**src/rtl/core/fcts_pkg.sv**
```systemverilog
// Shared constants, kind codes and signature tables for the content type sniffer.
package fcts_pkg;

  localparam int SAMPLE_MAX = 4096;

  localparam int CNT_W  = 13;
  localparam int PCT_W  = 7;
  localparam int PROD_W = CNT_W + PCT_W;

  localparam logic [CNT_W-1:0] COUNT_MAX = '1;

  localparam logic [2:0] KIND_JPEG        = 3'd0;
  localparam logic [2:0] KIND_PNG         = 3'd1;
  localparam logic [2:0] KIND_PDF         = 3'd2;
  localparam logic [2:0] KIND_TEXT        = 3'd3;
  localparam logic [2:0] KIND_UNSUPPORTED = 3'd4;

  localparam logic [1:0] REG_PDF_SCAN    = 2'd0;
  localparam logic [1:0] REG_TEXT_SAMPLE = 2'd1;
  localparam logic [1:0] REG_TEXT_PCT    = 2'd2;

  localparam logic [CNT_W-1:0] PDF_SCAN_RST    = 13'd1024;
  localparam logic [CNT_W-1:0] TEXT_SAMPLE_RST = 13'd4096;
  localparam logic [PCT_W-1:0] TEXT_PCT_RST    = 7'd5;

  // "%PDF" as the four bytes ahead of the closing dash
  localparam logic [31:0] PDF_STEM = 32'h2550_4446;
  localparam logic [7:0]  PDF_DASH = 8'h2D;

  localparam logic [PCT_W-1:0] PERCENT_SCALE = 7'd100;

  function automatic logic [7:0] jpeg_head(input logic [1:0] i);
    logic [7:0] v;
    unique case (i)
      2'd0:    v = 8'hFF;
      2'd1:    v = 8'hD8;
      default: v = 8'hFF;
    endcase
    return v;
  endfunction

  function automatic logic [7:0] png_head(input logic [2:0] i);
    logic [7:0] v;
    unique case (i)
      3'd0: v = 8'h89;
      3'd1: v = 8'h50;
      3'd2: v = 8'h4E;
      3'd3: v = 8'h47;
      3'd4: v = 8'h0D;
      3'd5: v = 8'h0A;
      3'd6: v = 8'h1A;
      3'd7: v = 8'h0A;
    endcase
    return v;
  endfunction

  // Bytes below TAB, or between CR and space exclusive
  function automatic logic is_control(input logic [7:0] b);
    return (b < 8'h09) || ((b > 8'h0D) && (b < 8'h20));
  endfunction

endpackage

```
**src/rtl/core/file_content_type_sniffer.sv**
```systemverilog
// Content type sniffer: classifies a byte stream as JPEG, PNG, PDF, text or unsupported.
// Result: the kind for a file is loaded into the result register and shown on out_valid
//   at the edge at which its last byte leaves the input register.
// Throughput: one word per cycle while the result register is not stalled; the only loop is the per-byte state update.
// Backpressure: in_ready drops while the input register holds a word and a result sits unaccepted.
// Reset (rst_n low, synchronous): scan state cleared, registers back to defaults.
module file_content_type_sniffer
  import fcts_pkg::*;
(
  input  logic                  clk,
  input  logic                  rst_n,
  input  logic                  in_valid,
  output logic                  in_ready,
  input  logic [7:0]            in_data_byte,
  input  logic                  in_last_byte,
  output logic                  out_valid,
  input  logic                  out_ready,
  output logic [2:0]            out_content_kind,
  input  logic                  cfg_we,
  input  logic [1:0]            cfg_index,
  input  logic [CNT_W-1:0]      cfg_data
);

  // Configuration registers
  logic [CNT_W-1:0] pdf_scan_r, text_sample_r;
  logic [PCT_W-1:0] text_pct_r;

  // Input register
  logic       s1_valid_r;
  logic [7:0] s1_byte_r;
  logic       s1_last_r;

  // Scan state for the current file
  logic [CNT_W-1:0] byte_count_r, byte_count_nxt;
  logic             jpeg_ok_r, jpeg_ok_nxt;
  logic             png_ok_r, png_ok_nxt;
  logic [31:0]      recent_r, recent_nxt;
  logic             pdf_found_r, pdf_found_nxt;
  logic             nul_seen_r, nul_seen_nxt;
  logic [CNT_W-1:0] ctrl_count_r, ctrl_count_nxt;

  // Result register
  logic       out_valid_r, out_valid_nxt;
  logic [2:0] kind_r, kind_nxt;

  logic             s1_fire;
  logic [CNT_W-1:0] slim;
  logic [CNT_W-1:0] total, sample;
  logic [PROD_W-1:0] ctrl_prod, pct_prod;
  logic [2:0]       kind_calc;

  // The word in the input register moves on when the result register is free
  // or is being emptied this cycle.
  assign s1_fire  = s1_valid_r && (!out_valid_r || out_ready);
  assign in_ready = !s1_valid_r || s1_fire;

  assign out_valid        = out_valid_r;
  assign out_content_kind = kind_r;

  always_comb begin
    if (int'(text_sample_r) > SAMPLE_MAX) begin
      slim = CNT_W'(SAMPLE_MAX);
    end else begin
      slim = text_sample_r;
    end
  end

  // Per-byte update of the scan state
  always_comb begin
    jpeg_ok_nxt    = jpeg_ok_r;
    png_ok_nxt     = png_ok_r;
    pdf_found_nxt  = pdf_found_r;
    nul_seen_nxt   = nul_seen_r;
    ctrl_count_nxt = ctrl_count_r;

    if (byte_count_r < CNT_W'(3) && s1_byte_r != jpeg_head(byte_count_r[1:0])) begin
      jpeg_ok_nxt = 1'b0;
    end
    if (byte_count_r < CNT_W'(8) && s1_byte_r != png_head(byte_count_r[2:0])) begin
      png_ok_nxt = 1'b0;
    end

    // Marker start offset is four behind the dash
    if (byte_count_r >= CNT_W'(4) && byte_count_r < COUNT_MAX &&
        recent_r == PDF_STEM && s1_byte_r == PDF_DASH &&
        (byte_count_r - CNT_W'(4)) < pdf_scan_r) begin
      pdf_found_nxt = 1'b1;
    end

    if (byte_count_r < COUNT_MAX && byte_count_r < slim) begin
      if (s1_byte_r == 8'h00) begin
        nul_seen_nxt = 1'b1;
      end else if (is_control(s1_byte_r) && ctrl_count_r < COUNT_MAX) begin
        ctrl_count_nxt = ctrl_count_r + CNT_W'(1);
      end
    end

    recent_nxt = {recent_r[23:0], s1_byte_r};
    if (byte_count_r < COUNT_MAX) begin
      byte_count_nxt = byte_count_r + CNT_W'(1);
    end else begin
      byte_count_nxt = byte_count_r;
    end
  end

  // Classification on the updated state
  always_comb begin
    total     = byte_count_nxt;
    sample    = (total < slim) ? total : slim;
    ctrl_prod = PROD_W'(ctrl_count_nxt) * PROD_W'(PERCENT_SCALE);
    pct_prod  = PROD_W'(text_pct_r) * PROD_W'(sample);
    priority if (jpeg_ok_nxt && total >= CNT_W'(3)) begin
      kind_calc = KIND_JPEG;
    end else if (png_ok_nxt && total >= CNT_W'(8)) begin
      kind_calc = KIND_PNG;
    end else if (pdf_found_nxt) begin
      kind_calc = KIND_PDF;
    end else if (!nul_seen_nxt && ctrl_prod < pct_prod) begin
      kind_calc = KIND_TEXT;
    end else begin
      kind_calc = KIND_UNSUPPORTED;
    end
  end

  always_comb begin
    out_valid_nxt = out_valid_r && !out_ready;
    kind_nxt      = kind_r;
    if (s1_fire && s1_last_r) begin
      out_valid_nxt = 1'b1;
      kind_nxt      = kind_calc;
    end
  end

  always_ff @(posedge clk) begin
    if (!rst_n) begin
      pdf_scan_r    <= PDF_SCAN_RST;
      text_sample_r <= TEXT_SAMPLE_RST;
      text_pct_r    <= TEXT_PCT_RST;
    end else if (cfg_we) begin
      unique case (cfg_index)
        REG_PDF_SCAN:    pdf_scan_r    <= cfg_data;
        REG_TEXT_SAMPLE: text_sample_r <= cfg_data;
        REG_TEXT_PCT:    text_pct_r    <= cfg_data[PCT_W-1:0];
        default: ;  // unmapped index, dropped
      endcase
    end
  end

  always_ff @(posedge clk) begin
    if (!rst_n) begin
      s1_valid_r <= 1'b0;
    end else if (in_ready) begin
      s1_valid_r <= in_valid;
    end
  end

  always_ff @(posedge clk) begin
    if (in_ready && in_valid) begin
      s1_byte_r <= in_data_byte;
      s1_last_r <= in_last_byte;
    end
  end

  always_ff @(posedge clk) begin
    if (!rst_n) begin
      byte_count_r <= '0;
      jpeg_ok_r    <= 1'b1;
      png_ok_r     <= 1'b1;
      recent_r     <= '0;
      pdf_found_r  <= 1'b0;
      nul_seen_r   <= 1'b0;
      ctrl_count_r <= '0;
      out_valid_r  <= 1'b0;
    end else begin
      out_valid_r <= out_valid_nxt;
      if (s1_fire) begin
        if (s1_last_r) begin
          // end of file: fresh scan for the next word
          byte_count_r <= '0;
          jpeg_ok_r    <= 1'b1;
          png_ok_r     <= 1'b1;
          recent_r     <= '0;
          pdf_found_r  <= 1'b0;
          nul_seen_r   <= 1'b0;
          ctrl_count_r <= '0;
        end else begin
          byte_count_r <= byte_count_nxt;
          jpeg_ok_r    <= jpeg_ok_nxt;
          png_ok_r     <= png_ok_nxt;
          recent_r     <= recent_nxt;
          pdf_found_r  <= pdf_found_nxt;
          nul_seen_r   <= nul_seen_nxt;
          ctrl_count_r <= ctrl_count_nxt;
        end
      end
    end
  end

  always_ff @(posedge clk) begin
    kind_r <= kind_nxt;
  end

endmodule

```
**config.mk**
```make
export PLATFORM = sky130hd
export DESIGN_NAME = file_content_type_sniffer
export DESIGN_NICKNAME = d
export VERILOG_FILES = /design/src/rtl/core/fcts_pkg.sv /design/src/rtl/core/file_content_type_sniffer.sv
export SDC_FILE = /design/constraint.sdc
export NUM_CORES = 1
export LEC_CHECK = 0
export ABC_CLOCK_PERIOD_IN_PS = 8800
export BUFFER_PORTS_ARGS = -buffer_cell sky130_fd_sc_hd__buf_4
export CAP_MARGIN = 20
export CORE_ASPECT_RATIO = 0.8
export CORE_MARGIN = 2
export CORE_UTILIZATION = 28
export CTS_CLUSTER_SIZE = 14
export DETAILED_ROUTE_END_ITERATION = 10
export GPL_TIMING_DRIVEN = 0
export SYNTH_ARGS = -nofsm -noshare
export SYNTH_HDL_FRONTEND = slang
export SYNTH_SLANG_ARGS = --single-unit
```
**constraint.sdc**
```tcl
create_clock -name clk -period 8.8 [get_ports clk]
set_input_delay 0 -clock clk [delete_from_list [all_inputs] [get_ports clk]]
set_output_delay 0 -clock clk [all_outputs]
set_load 0.05 [all_outputs]
```
After elaboration in Yosys (flattened, before gate mapping) --
Memory sizes are Yosys's and may differ from the RTL's. A register that Yosys moved wholly into a read port is not among the register bits. Cells that the tools add are included.
Word-level totals: bits in registers 109, ROM bits 56, bits of input ports 29, output and inout port bits 5, logic and storage cells 100, memories kept 1
Cells by class: add/subtract/negate cells 3, multiply operators 2, magnitude comparators 15, eq/ne operators 7, mux-type cells 25, reductions and logical operators 30
Memories:
- (no name shown) | depth 8, bits a word 7, read ports 1, clocked after memory_dff 1, write ports 0, line fcts_pkg.sv:44 | unique case (i)
Operator list (number):
- 13-bit 2-to-1 mux | 8
- 13-bit < comparator | 3
- 32-bit by 30-bit == test with 1-bit output (second input constant) | 1
- 32-bit 2-to-1 mux | 1
- 13-bit by 1-bit adder with 13-bit output (second input constant) | 2
- 13-bit < comparator (second input constant) | 2
- 20-bit < comparator | 1
- 7-bit by 13-bit multiplier with 20-bit output | 1
- 13-bit by 5-bit multiplier with 18-bit output (second input constant) | 1
- 1-bit logical AND | 16
- 8-bit inequality test | 2
- 13-bit by 2-bit greater-or-equal comparator with 1-bit output (second input constant) | 1
- 13-bit by 3-bit greater-or-equal comparator with 1-bit output (second input constant) | 1
- 13-bit by 4-bit greater-or-equal comparator with 1-bit output (second input constant) | 1
- 13-bit greater-than comparator (second input constant) | 1
- 13-bit by 2-bit < comparator with 1-bit output (second input constant) | 1
- 13-bit by 4-bit < comparator with 1-bit output (second input constant) | 1
- 13-bit by 3-bit subtractor with 13-bit output (second input constant) | 1
- 1-bit 2-to-1 mux | 11
- 3-bit 2-to-1 mux | 3
- 8-bit by 6-bit == test with 1-bit output (second input constant) | 1
- 8-bit by 4-bit greater-than comparator with 1-bit output (second input constant) | 1
- 8-bit zero test | 1
- 8-bit by 4-bit < comparator with 1-bit output (second input constant) | 1
- 11 further kinds | 19

Longest topological paths before layout --
Gate-level depths: netlist of run 1.
depth in word-level cells 13, depth in mapped cells 41, gate-level depth less buffers 39

Worst setup path after synthesis of run 1 --
OpenSTA, ideal clock, no wires.
path type reg2reg, start register byte_count_r[2], end register kind_r[1], in the netlist out_content_kind[1], data pin, library setup time 261 ps, data arrival time 8894 ps, path slack -354 ps, cell stages (with the launch flop) 37, period minus slack after synthesis 9154 ps, path through dfxtp_1 nand4_4 or4_1 buf_2 nand2b_1 a21oi_1 inv_1 ha_1 a21oi_1 o21ai_0 a221oi_1 nand2_1 buf_6 mux2i_1 and2_1 fa_1 fa_1 fa_1 inv_1 fa_1 inv_1 ha_1 a211o_1 o221ai_1 a21oi_1 o41ai_1 o21bai_1 a21oi_1 xor2_1 ha_1 nand4_1 nor4_1 o21ai_0 nor3_1 o21a_1 nor3_2 o311a_1
Between the ends: cells in the longest elaborated chain, start to end 9, elaborated cells on any way between the ends 35
RTL lines:
- start, declared | line file_content_type_sniffer.sv:34 | logic [CNT_W-1:0] byte_count_r, byte_count_nxt;
- start signal, assigned | line file_content_type_sniffer.sv:187 | byte_count_r <= byte_count_nxt;
- 13-bit by 1-bit adder with 13-bit output / 13-bit < comparator (equally long branches)
- 13-bit 2-to-1 mux | line file_content_type_sniffer.sv:99 | if (byte_count_r < COUNT_MAX) begin
- 13-bit < comparator | line file_content_type_sniffer.sv:109 | sample = (total < slim) ? total : slim;
- 13-bit 2-to-1 mux | line file_content_type_sniffer.sv:109
- 7-bit by 13-bit multiplier with 20-bit output | line file_content_type_sniffer.sv:111 | pct_prod = PROD_W'(text_pct_r) * PROD_W'(sample);
- 20-bit < comparator | line file_content_type_sniffer.sv:118 | end else if (!nul_seen_nxt && ctrl_prod < pct_prod) begin
- 1-bit logical AND | line file_content_type_sniffer.sv:118
- 3-bit 2-to-1 mux | line file_content_type_sniffer.sv:118
- 2-bit 2-to-1 mux | line file_content_type_sniffer.sv:116 | end else if (pdf_found_nxt) begin
- end signal, assigned | line file_content_type_sniffer.sv:200 | kind_r <= kind_nxt;
- end, declared | line file_content_type_sniffer.sv:44 | logic [2:0] kind_r, kind_nxt;
Several ways; a longest one is shown, not always the timed one. A chain may end at the register's enable or synchronous reset.

Final worst setup path of run 1 --
start register byte_count_r[7], end register kind_r[2], in the netlist out_content_kind[2], data pin
Between the ends: cells in the longest elaborated chain, start to end 8, elaborated cells on any way between the ends 34
RTL lines (line):
- 13-bit by 1-bit adder with 13-bit output / 13-bit < comparator (equally long branches)
- 13-bit 2-to-1 mux | file_content_type_sniffer.sv:99
- 13-bit < comparator | file_content_type_sniffer.sv:109
- 13-bit 2-to-1 mux | file_content_type_sniffer.sv:109
- 7-bit by 13-bit multiplier with 20-bit output | file_content_type_sniffer.sv:111
- 20-bit < comparator | file_content_type_sniffer.sv:118
- 1-bit logical AND | file_content_type_sniffer.sv:118
- 3-bit 2-to-1 mux | file_content_type_sniffer.sv:118
Several ways; a longest one is shown, not always the timed one.

==> flow_summary.json, run 1 <==
{
  "fp.dieH_um": 180.4,
  "cts_buffers": 17,
  "synth_edf_count": 12,
  "synthesis.area_um2": 10900,
  "drt_first_iter_violations": 904,
  "antenna_found_initial": 0,
  "dieArea_um2": 40520,
  "worstPathArrival_ps": 9060,
  "max-slew-margin-rel_pct": 39.76,
  "n_fill_cell": 3839,
  "nets": 1692,
  "grt_usage_pct": 15.84,
  "fp.dieW_um": 224.5,
  "status": "finished with violations",
  "numPortBuffers": 33,
  "fmax_ghz": 0.1129,
  "grt_overflow": 0,
  "p_int_mw": 1.043,
  "crit_buf_inv": 8,
  "ys_warn_count": 0,
  "seqPwrFrac_pct": 39.9,
  "synthCells": 1307,
  "h-tree-depth": 4,
  "swShare_pct": 25.51,
  "wl_um": 32200,
  "antenna_left": 0,
  "crit_family": "simple AND/OR/NAND/NOR gates",
  "clk_pin_slew_ps": 60,
  "crit_type": "flop to flop",
  "period_share_pct": 100.6,
  "violations": "negative setup slack",
  "p_sw_mw": 0.3572,
  "rsz0062_at_grt": "yes",
  "seq_area_frac_synth_pct": 22.42,
  "drt_pass1_iterations": 5,
  "clk_latency_ps": 420,
  "synthArstFlopShare_pct": 0,
  "combPwrFrac_pct": 12.2,
  "slowest_delay_ps": 550,
  "dp.final_hpwl_um": 23800,
  "hold_path.class": "input pin to flop",
  "powerDensity_nw_per_um2": 100.7,
  "gp_congestion": 0.9013,
  "synth_nets": 1544,
  "layout_setup_ws_ps": -56.74,
  "final_core_util_pct": 36.31,
  "finalCriticalPeriod_ps": 8857,
  "detail_route.wl_per_cell_um": 16.40,
  "critPathMaxFanout": 6,
  "final.setup_skew_ps": 12.02,
  "synth_area_leaders": "dfxtp_1 (19%), ha_1 (17%), fa_1 (11%)",
  "cts-root-buf": "clkbuf_16",
  "final_common_cell": "nand2_1",
  "reg2reg_slack_ps": -60,
  "cts_tree": "yes",
  "vias_per_cell": 5.166,
  "vias": 10140,
  "grt_start_max_net_pins": 17,
  "crit_path_frequent_cell": "fa_1",
  "ir_drop_uv": 127.9,
  "hold-worst-slack_ps": 23.27,
  "initial_core_util_pct": 28.46,
  "cp-end-kind": "flop",
  "placed_area_um2": 11780,
  "fp-row-count": 64,
  "antenna_cells": 0,
  "layout-drive-gt1-share_pct": 18.19,
  "synth_top_area_share_pct": 19.11,
  "hold_viol": 0,
  "ys_ff_latch": 116,
  "first_global_vias": 9824,
  "final_cell_mix": "nand2_1 (150), ha_1 (134), inv_1 (105)",
  "boundaryPins": 34,
  "cp_slowest_cell": "fa_1",
  "cts_buffer_depth": 2,
  "core_um2": 38280,
  "clkPwrFrac_pct": 48.0,
  "drv_slew": 0,
  "drc_errors": 0,
  "area_growth_pct": 27.57,
  "synthFlopType": "dfxtp_1",
  "critPathRequiredTime_ps": 9000,
  "grt_pass1_wl_um": 51530,
  "synth_top_area_cell": "dfxtp_1",
  "tightest_slew_ps": 903.6,
  "p_leak_nw": 6.357,
  "max_cap_viol_count": 0,
  "final_area_um2": 13900,
  "synth_cell_type_count": 77,
  "cts_sinks": 116,
  "critPathLaunchType": "flop",
  "syn_avg_cell_area_um2": 8.336,
  "finalSetupViolations": 3
}
## layer usage
layer	vias up	share of wire, %	track usage, %
met3	50	7.2	3.131
met4	0	1.7	4.424
met1	4876	48	22.87
met5	-	0	0
li1	4833	-	-
met2	381	43	23.84
## worst min-delay path, delay by kind of cell
kind	cells	cell delay, ps
buffers and inverters	1	100
and+or+nand+nor	2	230
AOI/OAI and AO/OA	1	60
## timing repair
action                                  CTS  global route
gates cloned                              1             0
setup buffers                            43            29
endpoints found under the hold margin    44             0
pin swaps                                36            63
endpoints found under the setup margin    3             3
hold buffers                             27             0
gates resized for setup                 115            54
## power groups by stage
stage                     Clock [mW]  Sequential (mW)  Combinational (mW)
after floorplan                    0            0.568              0.0855
after global placement             0            0.571               0.133
after detailed placement           0            0.571               0.135
after CTS                      0.679            0.558               0.162
after global routing           0.701            0.560               0.187
final                          0.671            0.558               0.170
## logic make-up (layout without fill, tap and decap cells)
logic type,count (synthesis),after routing,share of synthesized area (%)
xor gates and xnor gates,61,61,4.904
and+or+nand+nor,491,491,23.08
adders and majority gates,208,208,28.16
buffers and inverters,170,331,6.167
AOI/OAI and AO/OA,244,244,13.69
DFF,116,116,22.42
muxes,17,17,1.585
## final timing paths
| path | startpoint | end | cells past startpoint |
|---|---|---|---|
| max | byte_count_r[7] | out_content_kind[2] | 39 |
| max reg2reg | byte_count_r[7] | out_content_kind[2] | 39 |
| min | cfg_we | text_sample_r[0] | 4 |
| min reg2reg | pdf_scan_r[12] | pdf_scan_r[12] | 2 |
## state kept, by name (all words and copies together) (netlist names), 3 cells and up, named ones only
name              flops
recent_r             32
byte_count_r         13
ctrl_count_r         13
pdf_scan_r           13
text_sample_r        13
s1_byte_r             8
text_pct_r            7
out_content_kind      3
## Yosys cell counts (21+ instances only)
| cell | count |
|---|---|
| nor2_1 | 93 |
| xor2_1 | 39 |
| ha_1 | 146 |
| inv_1 | 112 |
| and2_1 | 48 |
| nor3_1 | 25 |
| a21oi_1 | 107 |
| fa_1 | 62 |
| nand3_1 | 21 |
| dfxtp_1 | 104 |
| clkbuf_1 | 41 |
| xnor2_1 | 22 |
| and3_1 | 37 |
| nand2_1 | 156 |
| o21ai_0 | 39 |
## area by class of cell
class	count	area (µm²)	area share (%)
timing repair buffer	132	1099	7.903
buffer	54	291.5	2.097
multi-input combinational	1021	8413	60.53
sequential	116	2476	17.81
tap	495	619.3	4.456
clock buffer	24	503.0	3.619
inverter	113	424.2	3.052
clock inverter	8	73.82	0.5311
## stage by stage
step           power [mW]  cells  TNS [ps]  setup WS, ps
2_1_floorplan      0.6535   1307         0         2.767
3_3_place_gp       0.7041   1835     -4639         -1643
3_5_place_dp       0.7059   1835     -5127         -1795
4_1_cts             1.399   1938         0         7.972
5_1_grt             1.447   1963    -989.5        -337.8
6_report            1.400   1963    -116.1        -56.74
Power figures use the tool's default switching activity.
==> run 2, diff against run 1 <==
--- a/config.mk
+++ b/config.mk
@@ -10,10 +10,12 @@
 export CAP_MARGIN = 20
 export CORE_ASPECT_RATIO = 0.8
 export CORE_MARGIN = 2
-export CORE_UTILIZATION = 28
+export CORE_UTILIZATION = 25
 export CTS_CLUSTER_SIZE = 14
 export DETAILED_ROUTE_END_ITERATION = 10
 export GPL_TIMING_DRIVEN = 0
+export MAX_ROUTING_LAYER = met4
+export PLACE_DENSITY_LB_ADDON = 0.3
 export SYNTH_ARGS = -nofsm -noshare
 export SYNTH_HDL_FRONTEND = slang
 export SYNTH_SLANG_ARGS = --single-unit
==> run 2 against run 1 <==
Net effect:
- the run still ends with negative setup slack left
- via count down 3.6%
- routed wire length up 0.64%
- cell area up 1.2%
- sequential cell count unchanged
- clock skew down 2.2 ps
- sequential share of layout area down 0.23 points
- utilization down 3.6 points
==> flow_summary.json, run 2 (synthesis gave the netlist of run 1 again) <==
{
  "antenna_found_initial": 1,
  "rsz0062_at_grt": "yes",
  "drt_pass1_iterations": 5,
  "max_cap_viol_count": 0,
  "swShare_pct": 26.89,
  "drt_first_iter_violations": 566,
  "crit_path_frequent_cell": "o21ai_2",
  "nets": 1700,
  "detail_route.wl_per_cell_um": 15.92,
  "max-slew-margin-rel_pct": 40.41,
  "crit_type": "flop to flop",
  "vias": 9779,
  "largest_reg_flops": 32,
  "first_global_vias": 9659,
  "p_int_mw": 1.062,
  "dieArea_um2": 45280,
  "grt_overflow": 0,
  "h-tree-depth": 4,
  "worstPathArrival_ps": 9100,
  "fmax_ghz": 0.1133,
  "seqPwrFrac_pct": 38.4,
  "cp-end-kind": "flop",
  "critPathMaxFanout": 6,
  "critPathLaunchType": "flop",
  "finalCriticalPeriod_ps": 8824,
  "status": "finished with violations",
  "fp.dieH_um": 190.7,
  "ir_drop_uv": 152.3,
  "hold_path.class": "input pin to flop",
  "layout-drive-gt1-share_pct": 18.63,
  "antenna_cells": 0,
  "grt_usage_pct": 14.76,
  "drv_slew": 0,
  "regMostFlops": "recent_r",
  "cts_buffers": 17,
  "cts_sinks": 116,
  "cp_slowest_cell": "or4_4",
  "pre_cts_ws_ps": -1830,
  "clk_pin_slew_ps": 60,
  "hold_viol": 0,
  "antenna_left": 0,
  "grt_start_max_net_pins": 17,
  "area_growth_pct": 29.08,
  "combPwrFrac_pct": 11.7,
  "fp.dieW_um": 237.4,
  "grt_pass1_wl_um": 51230,
  "p_total_mw": 1.453,
  "drc_errors": 0,
  "tightest_slew_ps": 893.9,
  "initial_core_util_pct": 25.31,
  "cts-root-buf": "clkbuf_16",
  "dp.final_hpwl_um": 24350,
  "layout_setup_ws_ps": -23.64,
  "clk_latency_ps": 430,
  "core_um2": 43050,
  "wl_um": 32400,
  "final_cell_mix": "nand2_1 (146), ha_1 (136), buf_4 (108)",
  "vias_per_cell": 4.803,
  "clkPwrFrac_pct": 49.9,
  "fp-row-count": 68,
  "cts_buffer_depth": 2,
  "slowest_delay_ps": 590,
  "final_common_cell": "nand2_1",
  "numPortBuffers": 33,
  "critPathRequiredTime_ps": 9080,
  "final.setup_skew_ps": 9.802,
  "p_sw_mw": 0.3907,
  "p_leak_nw": 6.404,
  "powerDensity_nw_per_um2": 103.3,
  "period_share_pct": 100.3,
  "gp_congestion": 0.8854,
  "finalSetupViolations": 1,
  "cts_tree": "yes",
  "boundaryPins": 34,
  "violations": "negative setup slack"
}
## run 2: layout make-up
| cell class | count | area (µm²) |
|---|---|---|
| clock buffers | 20 | 467.9 |
| fillers | 4491 | 28990 |
| multi-input cells | 1021 | 8408 |
| repair buffers | 138 | 1137 |
| plain buffers | 56 | 310.3 |
| well taps | 560 | 700.7 |
| flip-flops and latches | 116 | 2474 |
| inverters | 113 | 424.2 |
| clock inverters | 12 | 141.4 |
## run 2: power by group through the flow
stage | combinational (mW) | clock, mW | sequential (mW)
final | 0.170 | 0.725 | 0.558
after CTS | 0.162 | 0.736 | 0.557
after global placement | 0.135 | 0 | 0.570
after detailed placement | 0.136 | 0 | 0.571
after floorplan | 0.0855 | 0 | 0.568
after global routing | 0.187 | 0.761 | 0.559
## run 2: routing by layer
| layer | wire [µm] | GRT usage (%) | up-vias |
|---|---|---|---|
| met2 | 14080 | 22.49 | 217 |
| met4 | 560 | 3.822 | 0 |
| met3 | 1646 | 2.852 | 40 |
| li1 | - | - | 4850 |
| met5 | 0 | - | - |
| met1 | 16120 | 20.02 | 4672 |
## run 2: final timing paths
kind,slack (ps),cells after the start,endpoint,from
setup / recovery,-20,37,out_content_kind[0],byte_count_r[7]
setup reg to reg,-20,37,out_content_kind[0],byte_count_r[7]
hold / removal,20,4,text_sample_r[0],cfg_we
hold reg to reg,460,2,pdf_scan_r[4],pdf_scan_r[4]
## run 2: critical path, delay by kind of cell (launching register included)
kind | cells | cell delay (ps)
compound gates | 16 | 2880
fa+ha+maj | 7 | 2880
buf+inv | 5 | 460
flops | 1 | 340
simple gates | 9 | 2100
## run 2: stage by stage
step | instances | utilization, % | instance area (µm²) | hold slack [ps] | TNS, ps
2_1_floorplan | 1307 | - | 10920 | 98.87 | 0
3_3_place_gp | 1900 | 27.56 | 11870 | 178.7 | -4828
3_5_place_dp | 1900 | 27.56 | 11870 | 179.5 | -5129
4_1_cts | 2006 | 31.45 | 13540 | 4.045 | 0
5_1_grt | 2036 | 32.67 | 14060 | 62.39 | -955.0
6_report | 2036 | 32.67 | 14060 | 23.53 | -23.64
## run 2: timing repair
| action | 4_1_cts | 5_1_grt |
|---|---|---|
| pin swaps | 28 | 50 |
| buffers inserted | 44 | 31 |
| setup endpoints to repair | 3 | 3 |
| resized for setup | 104 | 60 |
| hold buffers | 29 | 0 |
| cloned | 1 | 0 |
| hold endpoints to repair | 44 | 0 |
